<file path="src/hdl/vcr_pkg.sv">
package vcr_pkg;

  // cordic steps and fixed-point constants, angles in q.24, trig in q2.30
  localparam int CORDIC_STEPS = 24;
  localparam int CW           = 34;   // cordic x/y width
  localparam int ZW           = 29;   // cordic angle width
  localparam int AW           = 16;   // input angle width
  localparam int WW           = 15;   // window width
  localparam int OW           = 24;   // coordinate width
  localparam int HW           = 24;   // half-extent width (q.16, nonnegative)

  localparam logic signed [CW-1:0] CORDIC_K    = 34'sd652032874;
  localparam logic signed [ZW-1:0] PI_Q24      = 29'sd52707179;
  localparam logic signed [ZW-1:0] TWO_PI_Q24  = 29'sd105414358;
  localparam logic signed [ZW-1:0] HALF_PI_Q24 = 29'sd26353589;

  // arctangent table, q.24
  function automatic logic signed [ZW-1:0] atan_q24(input int i);
    logic signed [ZW-1:0] t;
    unique case (i)
      0: t = 29'sd13176795;
      1: t = 29'sd7778716;
      2: t = 29'sd4110060;
      3: t = 29'sd2086331;
      4: t = 29'sd1047214;
      5: t = 29'sd524117;
      6: t = 29'sd262123;
      7: t = 29'sd131069;
      default: t = ZW'(32'sd1 <<< (24 - i));
    endcase
    return t;
  endfunction

  // one cordic lane
  typedef struct packed {
    logic signed [CW-1:0] x;
    logic signed [CW-1:0] y;
    logic signed [ZW-1:0] z;
    logic                 neg;
  } lane_t;

  // four angle lanes: window h, window v, tilt, pan
  localparam int LANES = 4;
  typedef lane_t [LANES-1:0] lanes_t;

  // reduce an angle in q.24 into [-pi/2, pi/2] and seed the lane
  function automatic lane_t seed_lane(input logic signed [ZW-1:0] a);
    lane_t l;
    logic signed [ZW-1:0] z;
    z = a;
    if (z > PI_Q24) z = z - TWO_PI_Q24;
    else if (z < -PI_Q24) z = z + TWO_PI_Q24;
    l.neg = 1'b0;
    if (z > HALF_PI_Q24) begin
      z = z - PI_Q24;
      l.neg = 1'b1;
    end else if (z < -HALF_PI_Q24) begin
      z = z + PI_Q24;
      l.neg = 1'b1;
    end
    l.x = CORDIC_K;
    l.y = '0;
    l.z = z;
    return l;
  endfunction

endpackage

</file>
<file path="src/hdl/vcr_cordic_cell.sv">
module vcr_cordic_cell #(
  parameter int STEP = 0
) (
  input  logic            clk,
  input  logic            en,
  input  vcr_pkg::lanes_t lanes_i,
  output vcr_pkg::lanes_t lanes_o
);
  import vcr_pkg::*;

  lanes_t lanes_nxt, lanes_r;

  // one micro-rotation on every lane
  always_comb begin
    for (int k = 0; k < LANES; k++) begin
      lanes_nxt[k].neg = lanes_i[k].neg;
      if (lanes_i[k].z >= 0) begin
        lanes_nxt[k].x = lanes_i[k].x - (lanes_i[k].y >>> STEP);
        lanes_nxt[k].y = lanes_i[k].y + (lanes_i[k].x >>> STEP);
        lanes_nxt[k].z = lanes_i[k].z - atan_q24(STEP);
      end else begin
        lanes_nxt[k].x = lanes_i[k].x + (lanes_i[k].y >>> STEP);
        lanes_nxt[k].y = lanes_i[k].y - (lanes_i[k].x >>> STEP);
        lanes_nxt[k].z = lanes_i[k].z + atan_q24(STEP);
      end
    end
  end

  always_ff @(posedge clk) begin
    if (en) lanes_r <= lanes_nxt;
  end

  assign lanes_o = lanes_r;
endmodule

</file>
<file path="config.mk">
export PLATFORM = sky130hd
export DESIGN_NAME = vcr_cordic_cell
export DESIGN_NICKNAME = d
export VERILOG_FILES = /design/src/hdl/vcr_pkg.sv /design/src/hdl/vcr_cordic_cell.sv
export SDC_FILE = /design/constraint.sdc
export NUM_CORES = 1
export LEC_CHECK = 0
export BUFFER_PORTS_ARGS = -buffer_cell sky130_fd_sc_hd__buf_4
export CAP_MARGIN = 10
export CORE_MARGIN = 4
export CORE_UTILIZATION = 40
export CTS_BUF_LIST = sky130_fd_sc_hd__clkbuf_4 sky130_fd_sc_hd__clkbuf_8
export DETAILED_ROUTE_END_ITERATION = 10
export PLACE_DENSITY = 0.62
export SLEW_MARGIN = 20
export SYNTH_ARGS = -nofsm -noshare
export SYNTH_HDL_FRONTEND = slang
export SYNTH_SLANG_ARGS = --single-unit
</file>
<file path="constraint.sdc">
create_clock -name clk -period 6.22 [get_ports clk]
set_input_delay 0.933 -clock clk [delete_from_list [all_inputs] [get_ports clk]]
set_output_delay 0.933 -clock clk [all_outputs]
set_load 0.01 [all_outputs]
</file>
* After elaboration in Yosys (flattened, before gate mapping) *
Index checks and enable logic that the tools add are counted.
W data, S select, Z words.

storage, ports and cells
  bits in registers = 392
  bits of input ports = 394
  word-level logic and storage cells = 44
  output and inout port bits = 392

cells by class
  multiplexer cells = 4
  magnitude comparators = 4
  add/sub/neg operators = 20

operators with widths
  kind                      number
  $mux W97                  4
  $sub A34 B34 Y34          8
  $add A34 B34 Y34          4
  $add A29 B25 Y29 const B  4
  $ge A29 B1 Y1 const B     4
  $sub A29 B25 Y29 const B  4

* Logic depth before layout (Yosys ltp) *
  depth in word-level cells = 2
  depth in mapped cells = 15
  mapped depth without buffers = 13

* Least setup slack after synthesis *
No wires, ideal clock.

  kind = input to register
  start = input port lanes_i[323] (netlist bit)
  end = register lanes_r (netlist bit lanes_o[322]) (data pin)
  stages on the path = 14
  buffers on the path = 2
  data required time = 5958 ps
  slack = 1622 ps
  library setup time = 262 ps
  arrival time = 4335 ps
  cells stage by stage = clkbuf_1 inv_2 clkbuf_1 ha_1 a211o_1 a211o_1 a2111o_1 nand3_1 o31ai_1 nor4_1 nor3_1 a2111oi_2 a21oi_1 xor2_1

RTL lines
  element               RTL line               RTL
  from (decl)           vcr_cordic_cell.sv:6   input vcr_pkg::lanes_t lanes_i,
  to (signal assigned)  vcr_cordic_cell.sv:30  if (en) lanes_r <= lanes_nxt;
  to (decl)             vcr_cordic_cell.sv:11  lanes_t lanes_nxt, lanes_r;

==> qor.yml <==
status: "completed"
holdBufCountCts: 0
cp-startpoint: "lanes_i[226]"
yosys.area.top_type: "edfxtp_1"
synthArstFlopShare_pct: 0
synth.top_cells.by_count: "580 x a21oi_1, 508 x ha_1, 432 x inv_1, 388 x edfxtp_1, 366 x nor2_1"
min_path_type: "primary input to flip-flop"
die_w_um: 322
cts_buffers: 79
worst_pin_slew_ns: 0.996
grt_usage_pct: 28.5
row_count: 114
syn_to_final_growth_pct: 21.7
seq_area_frac_synth_pct: 29.5
critPathKind: "primary input to flip-flop"
final_area_mm2: 0.0480
cp-end-kind: "flip-flop"
cap_violations: 0
yosysTopAreaCellShare_pct: 29.5
hold_viol_final: 0
synth_seq_cells: 388
start_util_pct: 40.5
met1_usage_pct: 34.7
path_buf_inv: 1
path_depth: 13
cts_resized: 0
instances_no_fill: 6685
grt_max_degree: 150
overflow: 0
fmax_mhz: 247
syn_area_mm2: 0.0394
top_usage_layer: "met2"
min_period_ns: 4.04
cts_root_buffer: "clkbuf_8"
whs_ns: 0.403
wire_per_inst_um: 23.3
grt_use_met3_pct: 7.78
crit_chain: "buf_4, ha_1, fa_1, nor2b_1, o311ai_2, a211oi_1, a2111o_1, a311o_1, a41oi_1, o21ai_0, nand3_1, o211ai_1, xnor2_1"
leakagePower_nw: 21.5
crit_arrival_ns: 4.51
multi_input_area_mm2: 0.0254
regArea_mm2: 0.0117
drt_pass1_iterations: 6
cp_slowest_stage_delay_ns: 0.62
largest_reg_flops: 388
wl_um: 155000
cts_setup_buffers: 0
clock-sinks: 388
core_mm2: 0.0973
gp_congestion: 0.989
fillerInstances: 9528
synth-edff-count: 388
place_area_mm2: 0.0463
synth_flop_cell: "edfxtp_1"
grt_first_pass_wirelength_um: 227000
fin_nets: 6234
drc: 0
io_buffers: 785
cp_top_family: "compound AO/OA/AOI/OAI gates"
ys_warn_count: 0
io_pins: 786
cp-start-kind: "primary input"
syn-num-nets: 5540
yosysMostFrequentCell: "a21oi_1"
ant_nets: 0
ys_top_cells_by_area: "edfxtp_1 30%, ha_1 16%, a21oi_1 7.4%, xnor2_1 6.4%, o21ai_0 4.1%"
worstPathRequired_ns: 6.68
dp_hpwl_um: 126000
h-tree-depth: 3
rsz0062_at_grt: "false"
slew_headroom_pct: 32.8
drive_gt1_share_pct: 18.0
met2_usage_pct: 46.3
vias: 37929
final_core_util_pct: 49.3
avgSynthCellArea_um2: 8.53
first_global_vias: 36349
cts.clk_slew.worst_paths_ns: 0.06
critPathMaxFanout: 5
final_max_slew_viol_count: 0
synthDistinctLibCells: 84
clock_path_buffers: 3
crit_path_top_delay_cell: "a41oi_1"
crit_end: "lanes_o[292]"
dieArea_mm2: 0.104
placed_cells: 6511
fin_setup_tns_ns: 0
fin_crit_sh_pct: 65.0
cts_tree: "built"
antenna_found_initial: 41
viasPerCell: 5.67
peakVddDrop_uv: 163
dr.first_iter.drc_count: 3337
die_height_um: 322
setup_viol: 0
p_per_area_mw_per_mm2: 227
synth_cells: 4622
==> worst min path at each step <==
stage / startpoint / end / slack [ns] / cells after the start
2_1_floorplan: lanes_i[0] / lanes_o[0] / 1.03 / 0
3_3_place_gp: lanes_i[196] / lanes_o[196] / 1.11 / 1
3_5_place_dp: lanes_i[0] / lanes_o[0] / 1.11 / 1
4_1_cts: lanes_i[0] / lanes_o[0] / 0.32 / 1
5_1_grt: lanes_i[294] / lanes_o[294] / 0.36 / 1
6_report: lanes_i[0] / lanes_o[0] / 0.40 / 1
==> routing by layer <==
metal / vias to the layer above / share of wire (%)
met1: 17952 / 40
met5: - / 0.13
li1: 18079 / -
met4: 30 / 4.9
met2: 1559 / 46
met3: 309 / 9.1
==> stage by stage <==
step	total power, W	worst slack, ns
floorplan	0.00615	1.62
global placement	0.00810	1.54
detailed placement	0.00810	1.56
CTS	0.0110	2.36
global route	0.0115	1.99
finish	0.0109	2.18
==> cell usage in the layout, fill, tap and decap left out, types with 13 or more instances in the layout <==
| cell | instances |
|---|---|
| o211ai_1 | 34 |
| xor2_1 | 68 |
| clkinv_1 | 36 |
| a21oi_1 | 580 |
| nand3_1 | 74 |
| fa_1 | 16 |
| or3_1 | 16 |
| nand3b_1 | 13 |
| nand2_1 | 231 |
| inv_1 | 430 |
| xnor2_1 | 286 |
| a21o_1 | 146 |
| o21ai_0 | 325 |
| and3_1 | 23 |
| nor3_1 | 106 |
| nand2b_1 | 57 |
| edfxtp_1 | 388 |
| diode_2 | 31 |
| a221oi_1 | 16 |
| nor2_1 | 366 |
| o21bai_1 | 109 |
| clkbuf_8 | 79 |
| buf_4 | 797 |
| a2111oi_0 | 16 |
| mux2i_1 | 53 |
| nor2b_1 | 50 |
| o21a_1 | 58 |
| a31oi_1 | 40 |
| nor4_1 | 37 |
| or2_2 | 17 |
| and2_1 | 21 |
| clkbuf_4 | 17 |
| nand4_1 | 36 |
| o31ai_1 | 37 |
| a211oi_1 | 46 |
| ha_1 | 508 |
| a211o_1 | 13 |
| o31a_1 | 17 |
==> layout make-up <==
| cell class | count | share of cell area, % |
|---|---|---|
| repair buffers | 800 | 12.6 |
| multi-input cells | 3597 | 52.8 |
| inverters | 450 | 3.52 |
| clock inverters | 47 | 0.767 |
| flip-flops and latches | 388 | 24.3 |
| clock buffers | 96 | 2.53 |
| diodes | 31 | 0.162 |
| well taps | 1276 | 3.33 |
==> report_power, final <==
part | internal (W) | total [W] | switching, W
Clock | 0.00151 | 0.00280 | 0.00129
Sequential | 0.00348 | 0.00368 | 0.000198
Combinational | 0.00182 | 0.00443 | 0.00262
==> kinds of logic (layout without fill, tap and decap cells) <==
logic type	after synthesis	count (layout)	synth area share, %
compound gates	1583	1583	25.1
xor+xnor	354	354	7.86
simple gates	1083	1083	13.0
mux	53	53	1.35
fa+ha+maj	524	524	16.9
other cells	0	31	0
buf+inv	637	1393	6.16
flops	388	388	29.5
Power figures use the tool's default switching activity.
