--- config.mk ---
export PLATFORM = sky130hd
export DESIGN_NAME = vcr_divider
export DESIGN_NICKNAME = d
export VERILOG_FILES = /design/src/hdl/vcr_pkg.sv /design/src/hdl/vcr_divider.sv
export SDC_FILE = /design/constraint.sdc
export NUM_CORES = 2
export LEC_CHECK = 0
export BUFFER_PORTS_ARGS = -buffer_cell sky130_fd_sc_hd__buf_4
export CAP_MARGIN = 20
export CELL_PAD_IN_SITES_DETAIL_PLACEMENT = 0
export CELL_PAD_IN_SITES_GLOBAL_PLACEMENT = 2
export CORE_AREA = 2 2 512 514
export CTS_BUF_LIST = sky130_fd_sc_hd__clkbuf_2
export CTS_CLUSTER_DIAMETER = 60
export CTS_CLUSTER_SIZE = 30
export DETAILED_ROUTE_END_ITERATION = 16
export DIE_AREA = 0 0 514 516
export PLACE_DENSITY = 0.82
export SYNTH_ARGS = -nofsm -noshare
export SYNTH_HDL_FRONTEND = slang
export SYNTH_SLANG_ARGS = --single-unit
--- constraint.sdc ---
create_clock -name clk -period 5.15 [get_ports clk]
set_input_delay 1.03 -clock clk [delete_from_list [all_inputs] [get_ports clk]]
set_output_delay 1.03 -clock clk [all_outputs]
set_load 0.01 [all_outputs]
--- src/hdl/vcr_pkg.sv ---
package vcr_pkg;

  // cordic steps and fixed-point constants, angles in q.24, trig in q2.30
  localparam int CORDIC_STEPS = 24;
  localparam int CW           = 34;   // cordic x/y width
  localparam int ZW           = 29;   // cordic angle width
  localparam int AW           = 16;   // input angle width
  localparam int WW           = 15;   // window width
  localparam int OW           = 24;   // coordinate width
  localparam int HW           = 24;   // half-extent width (q.16, nonnegative)

  localparam logic signed [CW-1:0] CORDIC_K    = 34'sd652032874;
  localparam logic signed [ZW-1:0] PI_Q24      = 29'sd52707179;
  localparam logic signed [ZW-1:0] TWO_PI_Q24  = 29'sd105414358;
  localparam logic signed [ZW-1:0] HALF_PI_Q24 = 29'sd26353589;

  // arctangent table, q.24
  function automatic logic signed [ZW-1:0] atan_q24(input int i);
    logic signed [ZW-1:0] t;
    unique case (i)
      0: t = 29'sd13176795;
      1: t = 29'sd7778716;
      2: t = 29'sd4110060;
      3: t = 29'sd2086331;
      4: t = 29'sd1047214;
      5: t = 29'sd524117;
      6: t = 29'sd262123;
      7: t = 29'sd131069;
      default: t = ZW'(32'sd1 <<< (24 - i));
    endcase
    return t;
  endfunction

  // one cordic lane
  typedef struct packed {
    logic signed [CW-1:0] x;
    logic signed [CW-1:0] y;
    logic signed [ZW-1:0] z;
    logic                 neg;
  } lane_t;

  // four angle lanes: window h, window v, tilt, pan
  localparam int LANES = 4;
  typedef lane_t [LANES-1:0] lanes_t;

  // reduce an angle in q.24 into [-pi/2, pi/2] and seed the lane
  function automatic lane_t seed_lane(input logic signed [ZW-1:0] a);
    lane_t l;
    logic signed [ZW-1:0] z;
    z = a;
    if (z > PI_Q24) z = z - TWO_PI_Q24;
    else if (z < -PI_Q24) z = z + TWO_PI_Q24;
    l.neg = 1'b0;
    if (z > HALF_PI_Q24) begin
      z = z - PI_Q24;
      l.neg = 1'b1;
    end else if (z < -HALF_PI_Q24) begin
      z = z + PI_Q24;
      l.neg = 1'b1;
    end
    l.x = CORDIC_K;
    l.y = '0;
    l.z = z;
    return l;
  endfunction

endpackage

--- src/hdl/vcr_divider.sv ---
module vcr_divider (
  input  logic                        clk,
  input  logic                        en,
  input  logic signed [vcr_pkg::CW-1:0] s_i,
  input  logic signed [vcr_pkg::CW-1:0] c_i,
  output logic [vcr_pkg::HW-1:0]      q_o
);
  import vcr_pkg::*;

  // pipelined restoring divider: one quotient bit per stage, saturating at 2^23-1
  localparam int NW   = 52;           // numerator width, nonneg
  localparam int QB   = HW + 1;        // quotient bits kept (extra for saturation)
  localparam int DW   = CW;

  logic [NW-1:0]    num_r  [QB+1];
  logic [DW-1:0]    den_r  [QB+1];
  logic [DW:0]      rem_r  [QB+1];
  logic [QB-1:0]    quo_r  [QB+1];
  logic             sat_r  [QB+1];
  logic             zero_r [QB+1];

  logic signed [NW:0] n_full;
  logic               c_pos;
  logic [NW:0]        hi_part;

  // numerator s*65536 + c/2 with c > 0 truncating division
  always_comb begin
    c_pos   = (c_i > 0);
    n_full  = (53'(s_i) <<< 16) + 53'(c_i >>> 1);
    hi_part = n_full >> QB;
  end

  always_ff @(posedge clk) begin
    if (en) begin
      num_r[0]  <= n_full[NW-1:0];
      den_r[0]  <= c_i;
      quo_r[0]  <= '0;
      zero_r[0] <= c_pos && (n_full < 0);
      // quotient overflows if n >> QB >= c
      sat_r[0]  <= !c_pos || (!(n_full < 0) && (hi_part >= (NW+1)'(c_i)));
      rem_r[0]  <= '0;
    end
  end

  // with no overflow, remainder of top bits < c; start from n >> QB
  for (genvar g = 0; g < QB; g++) begin : g_div
    logic [DW:0] trial;
    logic [DW:0] rem_in;
    always_comb begin
      rem_in = (g == 0) ? (DW+1)'(num_r[0] >> QB) : rem_r[g];
      trial  = {rem_in[DW-1:0], num_r[g][QB-1-g]};
    end
    always_ff @(posedge clk) begin
      if (en) begin
        num_r[g+1]  <= num_r[g];
        den_r[g+1]  <= den_r[g];
        sat_r[g+1]  <= sat_r[g];
        zero_r[g+1] <= zero_r[g];
        if (trial >= {1'b0, den_r[g]}) begin
          rem_r[g+1] <= trial - {1'b0, den_r[g]};
          quo_r[g+1] <= {quo_r[g][QB-2:0], 1'b1};
        end else begin
          rem_r[g+1] <= trial;
          quo_r[g+1] <= {quo_r[g][QB-2:0], 1'b0};
        end
      end
    end
  end

  localparam logic [HW-1:0] HMAX = {HW{1'b1}} >> 1;

  always_comb begin
    if (zero_r[QB]) q_o = '0;
    else if (sat_r[QB] || quo_r[QB] > QB'(HMAX)) q_o = HMAX;
    else q_o = quo_r[QB][HW-1:0];
  end
endmodule

### Yosys cells after proc, flatten, opt, wreduce, memory -nomap -nowiden

Memory sizes are Yosys's and may differ from the RTL's.
Cells that the tools add are included.

* add/subtract/negate cells: 26
* order comparisons: 29
* mux-type cells: 204
* bitwise logic cells: 50
* reductions and logical operators: 6

Operators by type and width (number)
* two-way mux 35 bit: 25
* greater-or-equal comparator 35 x 34 -> 1 bit: 24
* subtractor 35 x 34 -> 35 bit: 24
* two-way mux 25 bit: 25
* two-way mux 1 bit: 152
* greater-or-equal comparator 28 x 53 -> 1 bit: 1
* adder 50 x 33 -> 51 bit: 1
* less-than comparator 51 x 1 -> 1 bit, second input constant: 1
* OR 1 bit: 50
* two-way mux 24 bit: 2
* subtractor 28 x 34 -> 35 bit: 1
* greater-or-equal comparator 28 x 34 -> 1 bit: 1
* > comparator 34 x 1 -> 1 bit, second input constant: 1
* > comparator 25 x 23 -> 1 bit, second input constant: 1
* logical AND 1 bit: 2
* zero test 1 bit: 2
* logical OR 1 bit: 2

* flip-flop bits (word level): 0
* memory bits (writable): 3848
* logic and storage cells: 321
* memories kept: 6

Memory list
* num_r: words 26, width 52, read ports 25, clocked after Yosys merged registers in 0, write ports 26, line vcr_divider.sv:15 `logic [NW-1:0] num_r [QB+1];`
* rem_r: words 26, width 35, read ports 24, clocked after Yosys merged registers in 0, write ports 26, line vcr_divider.sv:17 `logic [DW:0] rem_r [QB+1];`
* den_r: words 26, width 34, read ports 25, clocked after Yosys merged registers in 0, write ports 26, line vcr_divider.sv:16 `logic [DW-1:0] den_r [QB+1];`
* quo_r: words 26, width 25, read ports 26, clocked after Yosys merged registers in 0, write ports 26, line vcr_divider.sv:18 `logic [QB-1:0] quo_r [QB+1];`
* sat_r: words 26, width 1, read ports 26, clocked after Yosys merged registers in 0, write ports 26, line vcr_divider.sv:19 `logic sat_r [QB+1];`
* zero_r: words 26, width 1, read ports 26, clocked after Yosys merged registers in 0, write ports 26, line vcr_divider.sv:20 `logic zero_r [QB+1];`

### Longest topological paths before layout

An unclocked memory read counts as a cell.

* depth in word-level cells: 6
* mapped depth: 22
* mapped depth without buffers: 22

### Least setup slack after synthesis

Ideal clock, no wire load.

* path type: in2reg
* start point: input s_i[0] (netlist bit)
* end point: memory sat_r[0][0] (data pin)
* arrival time: 4377 ps
* required time: 4884 ps
* setup slack: 507 ps
* stages on the path: 20
* path buffers: 0
* cell sequence: ha_1 inv_1 fa_1 nor2b_1 o21a_1 o2111ai_1 nand2_1 o41ai_1 nor4b_1 o311a_1 o21ba_2 a21o_1 a21oi_1 xnor2_1 ha_1 a21o_1 a21oi_1 o21ai_0 a21oi_1 o31ai_1

RTL lines
* start: declaration: line vcr_divider.sv:4 `input logic signed [vcr_pkg::CW-1:0] s_i,`
* end: declaration: line vcr_divider.sv:19

==> out/qor.yml <==
grt_start_max_net_pins: 166
fin_worst_hold_slack_ps: 364
place_inst: 14041
ios: 94
synth_top_area_frac: 0.535
cts_tree: "done"
ys_ff_latch: 2114
timing.final.crit_share: 0.970
portBuffers: 92
critPathBufInv: 7
critical_path.top_delay_family: "compound AO/OA/AOI/OAI gates"
first_global_vias: 79413
synth_most_common_cell: "edfxtp_1"
regArea_sq_um: 63500
netlist_area_sq_um: 119000
worst-path-stages: 26
clock-sinks: 2114
synth_edf_count: 2113
end_kind: "register"
timing.fmax_mhz: 200
pwr-share-clk: 0.129
p_leak_nw: 52.6
cp_max_fo: 3
core_sq_um: 259000
status: "finished clean"
final_area_sq_um: 129000
place_area_sq_um: 124000
critPathKind: "primary input to register"
ant_nets: 0
clock_skew_ps: 191
startpoint_type: "primary input"
wl_microns: 318000
synth_warnings: 0
fp.dieW_microns: 514
drive_above_1_share: 0.0802
max_slew_margin: 0.279
setup_viol: 0
htreeDepth: 4
pwr-share-seq: 0.381
vias: 81155
clock_latency_ps: 1950
gp_congestion: 0.906
synth_ff_type: "edfxtp_1"
routedWlPerCell_microns: 21.9
final_max_slew_viol_count: 0
hold_viol: 0
area_growth_syn_to_layout_pct: 8.56
rows: 187
final_core_util: 0.497
worstPathRequired_ps: 6760
overflow: 0
combPwrFrac: 0.490
clockBufferDepth: 4
synth_top_cells_by_area: "edfxtp_1 53%, ha_1 9.5%, a21oi_1 4.2%, inv_1 3.4%, xnor2_1 3.1%"
grt_pass1_wl_microns: 482000
fin_cells: 14541
antenna_found_initial: 15
crit_arrival_ps: 6600
netlist_top_cells_count: "2113 x edfxtp_1, 1069 x inv_1, 1006 x a21oi_1, 906 x ha_1, 760 x nor2_1"
p_total_mw: 73.3
tightestPinTransition_ps: 1080
synthDominantAreaCellType: "edfxtp_1"
synthArstFlopShare: 0
fillers: 23408
synth_cell_type_count: 101
setup_ws_ps: 156
slowest_delay_ps: 580
dr.pass1.iters: 6
hp-class: "register to register"
start_util: 0.458
crit_end: "sat_r[0][0]"
postSynthCellCount: 10634
r2r_slack_ps: 570
rsz0062_at_grt: "false"
place_ws_ps: -333
internal_power_mw: 42.7
drv_cap: 0
syn-num-nets: 11635
post-dp-hpwl_microns: 246000
die_area_sq_um: 265000
period_needed_ps: 4990
critPathLaunch: "s_i[0]"
avgViaCountPerCell: 5.58
grtUsageTotal: 0.235
hold_start: "zero_r[1][3]"
r2r-start: "den_r[2][80]"
crit_slowest_cell: "dlygate4sd3_1"
numCtsBuffers: 194
fin_nets: 11966
finalSetupTns_ps: 0
cts_root_buf: "clkbuf_2"
reg2reg_to: "rem_r[2][117]"
drt_iter0_markers: 6284
drc: 0
clk_pin_slew_ps: 440
postCtsSetupBuffers: 0
p_per_area_nw_per_um2: 569
switching_share: 0.418
syn_avg_cell_area_sq_um: 11.2
ir_worst_vdd_mv: 0.223
fp.dieH_microns: 516
multi_input_comb_area_sq_um: 50300
switchingPower_mw: 30.6
rr_worst_depth: 13
yosysSeqAreaShare: 0.535
worst min-delay path by stage:
stage	to	slack, ps	depth (start not counted)
after global routing	num_r[0][20]	190	5
after floorplan	num_r[1][16]	400	0
after global placement	quo_r[0][226]	400	0
after detailed placement	num_r[5][19]	400	0
after CTS	num_r[0][48]	80	5
final	zero_r[2][0]	360	0
repair_timing:
item                                    in CTS  in global routing
resized for setup                            0                  9
hold buffers                               131                  0
hold endpoints to repair                  1285                  0
endpoints found under the setup margin       0                  1
cell usage in the layout, fill, tap and decap left out, drive strengths merged, types with 207 or more instances in the layout:
cell    count
ha        906
edfxtp   2113
inv      1146
buf       273
a21oi    1008
xor2      294
a21o      455
mux2      251
o21ai     656
nand2     666
clkbuf    207
xnor2     426
nor2      760
state kept, by name, indices dropped and copies added, names as in the netlist:
register and cells:
den_r 850, rem_r 816, quo_r 325, num_r 71
sat_r 26, zero_r 26
final cells by class:
class                           count  share of cell area
Inverter                         1071              0.0312
Antenna cell                       11            0.000214
Tap cell                         3402              0.0330
Clock buffer                      207             0.00804
Sequential cell                  2114               0.493
Multi-Input combinational cell   7181               0.390
Timing Repair Buffer              403              0.0288
Clock inverter                    152              0.0160
power groups by stage:
stage          Clock, mW  Sequential [mW]  Combinational, mW
3_3_place_gp           0             28.4               35.3
4_1_cts             9.94             28.0               35.8
6_report            9.48             27.9               35.9
5_1_grt             10.5             28.3               39.9
2_1_floorplan          0             26.7               26.5
3_5_place_dp           0             28.4               35.4
cells by family after synthesis:
group	count (synthesis)	share of synthesized area
buffers and inverters	1339	0.0434
AO/OA/AOI/OAI	2864	0.149
adder cells (fa/ha/maj)	931	0.0997
AND/OR/NAND/NOR	2397	0.0946
other	1	0.0000316
multiplexers	268	0.0253
XOR/XNOR	720	0.0531
flip-flops	2114	0.535
per-layer routing:
layer	wire length (microns)	GRT usage	vias up
li1	-	-	39524
met1	145000	0.324	39644
met4	6790	0.0499	12
met5	74	0	-
met2	151000	0.395	1595
met3	14800	0.0332	380
(Power assumes the default switching activity.)
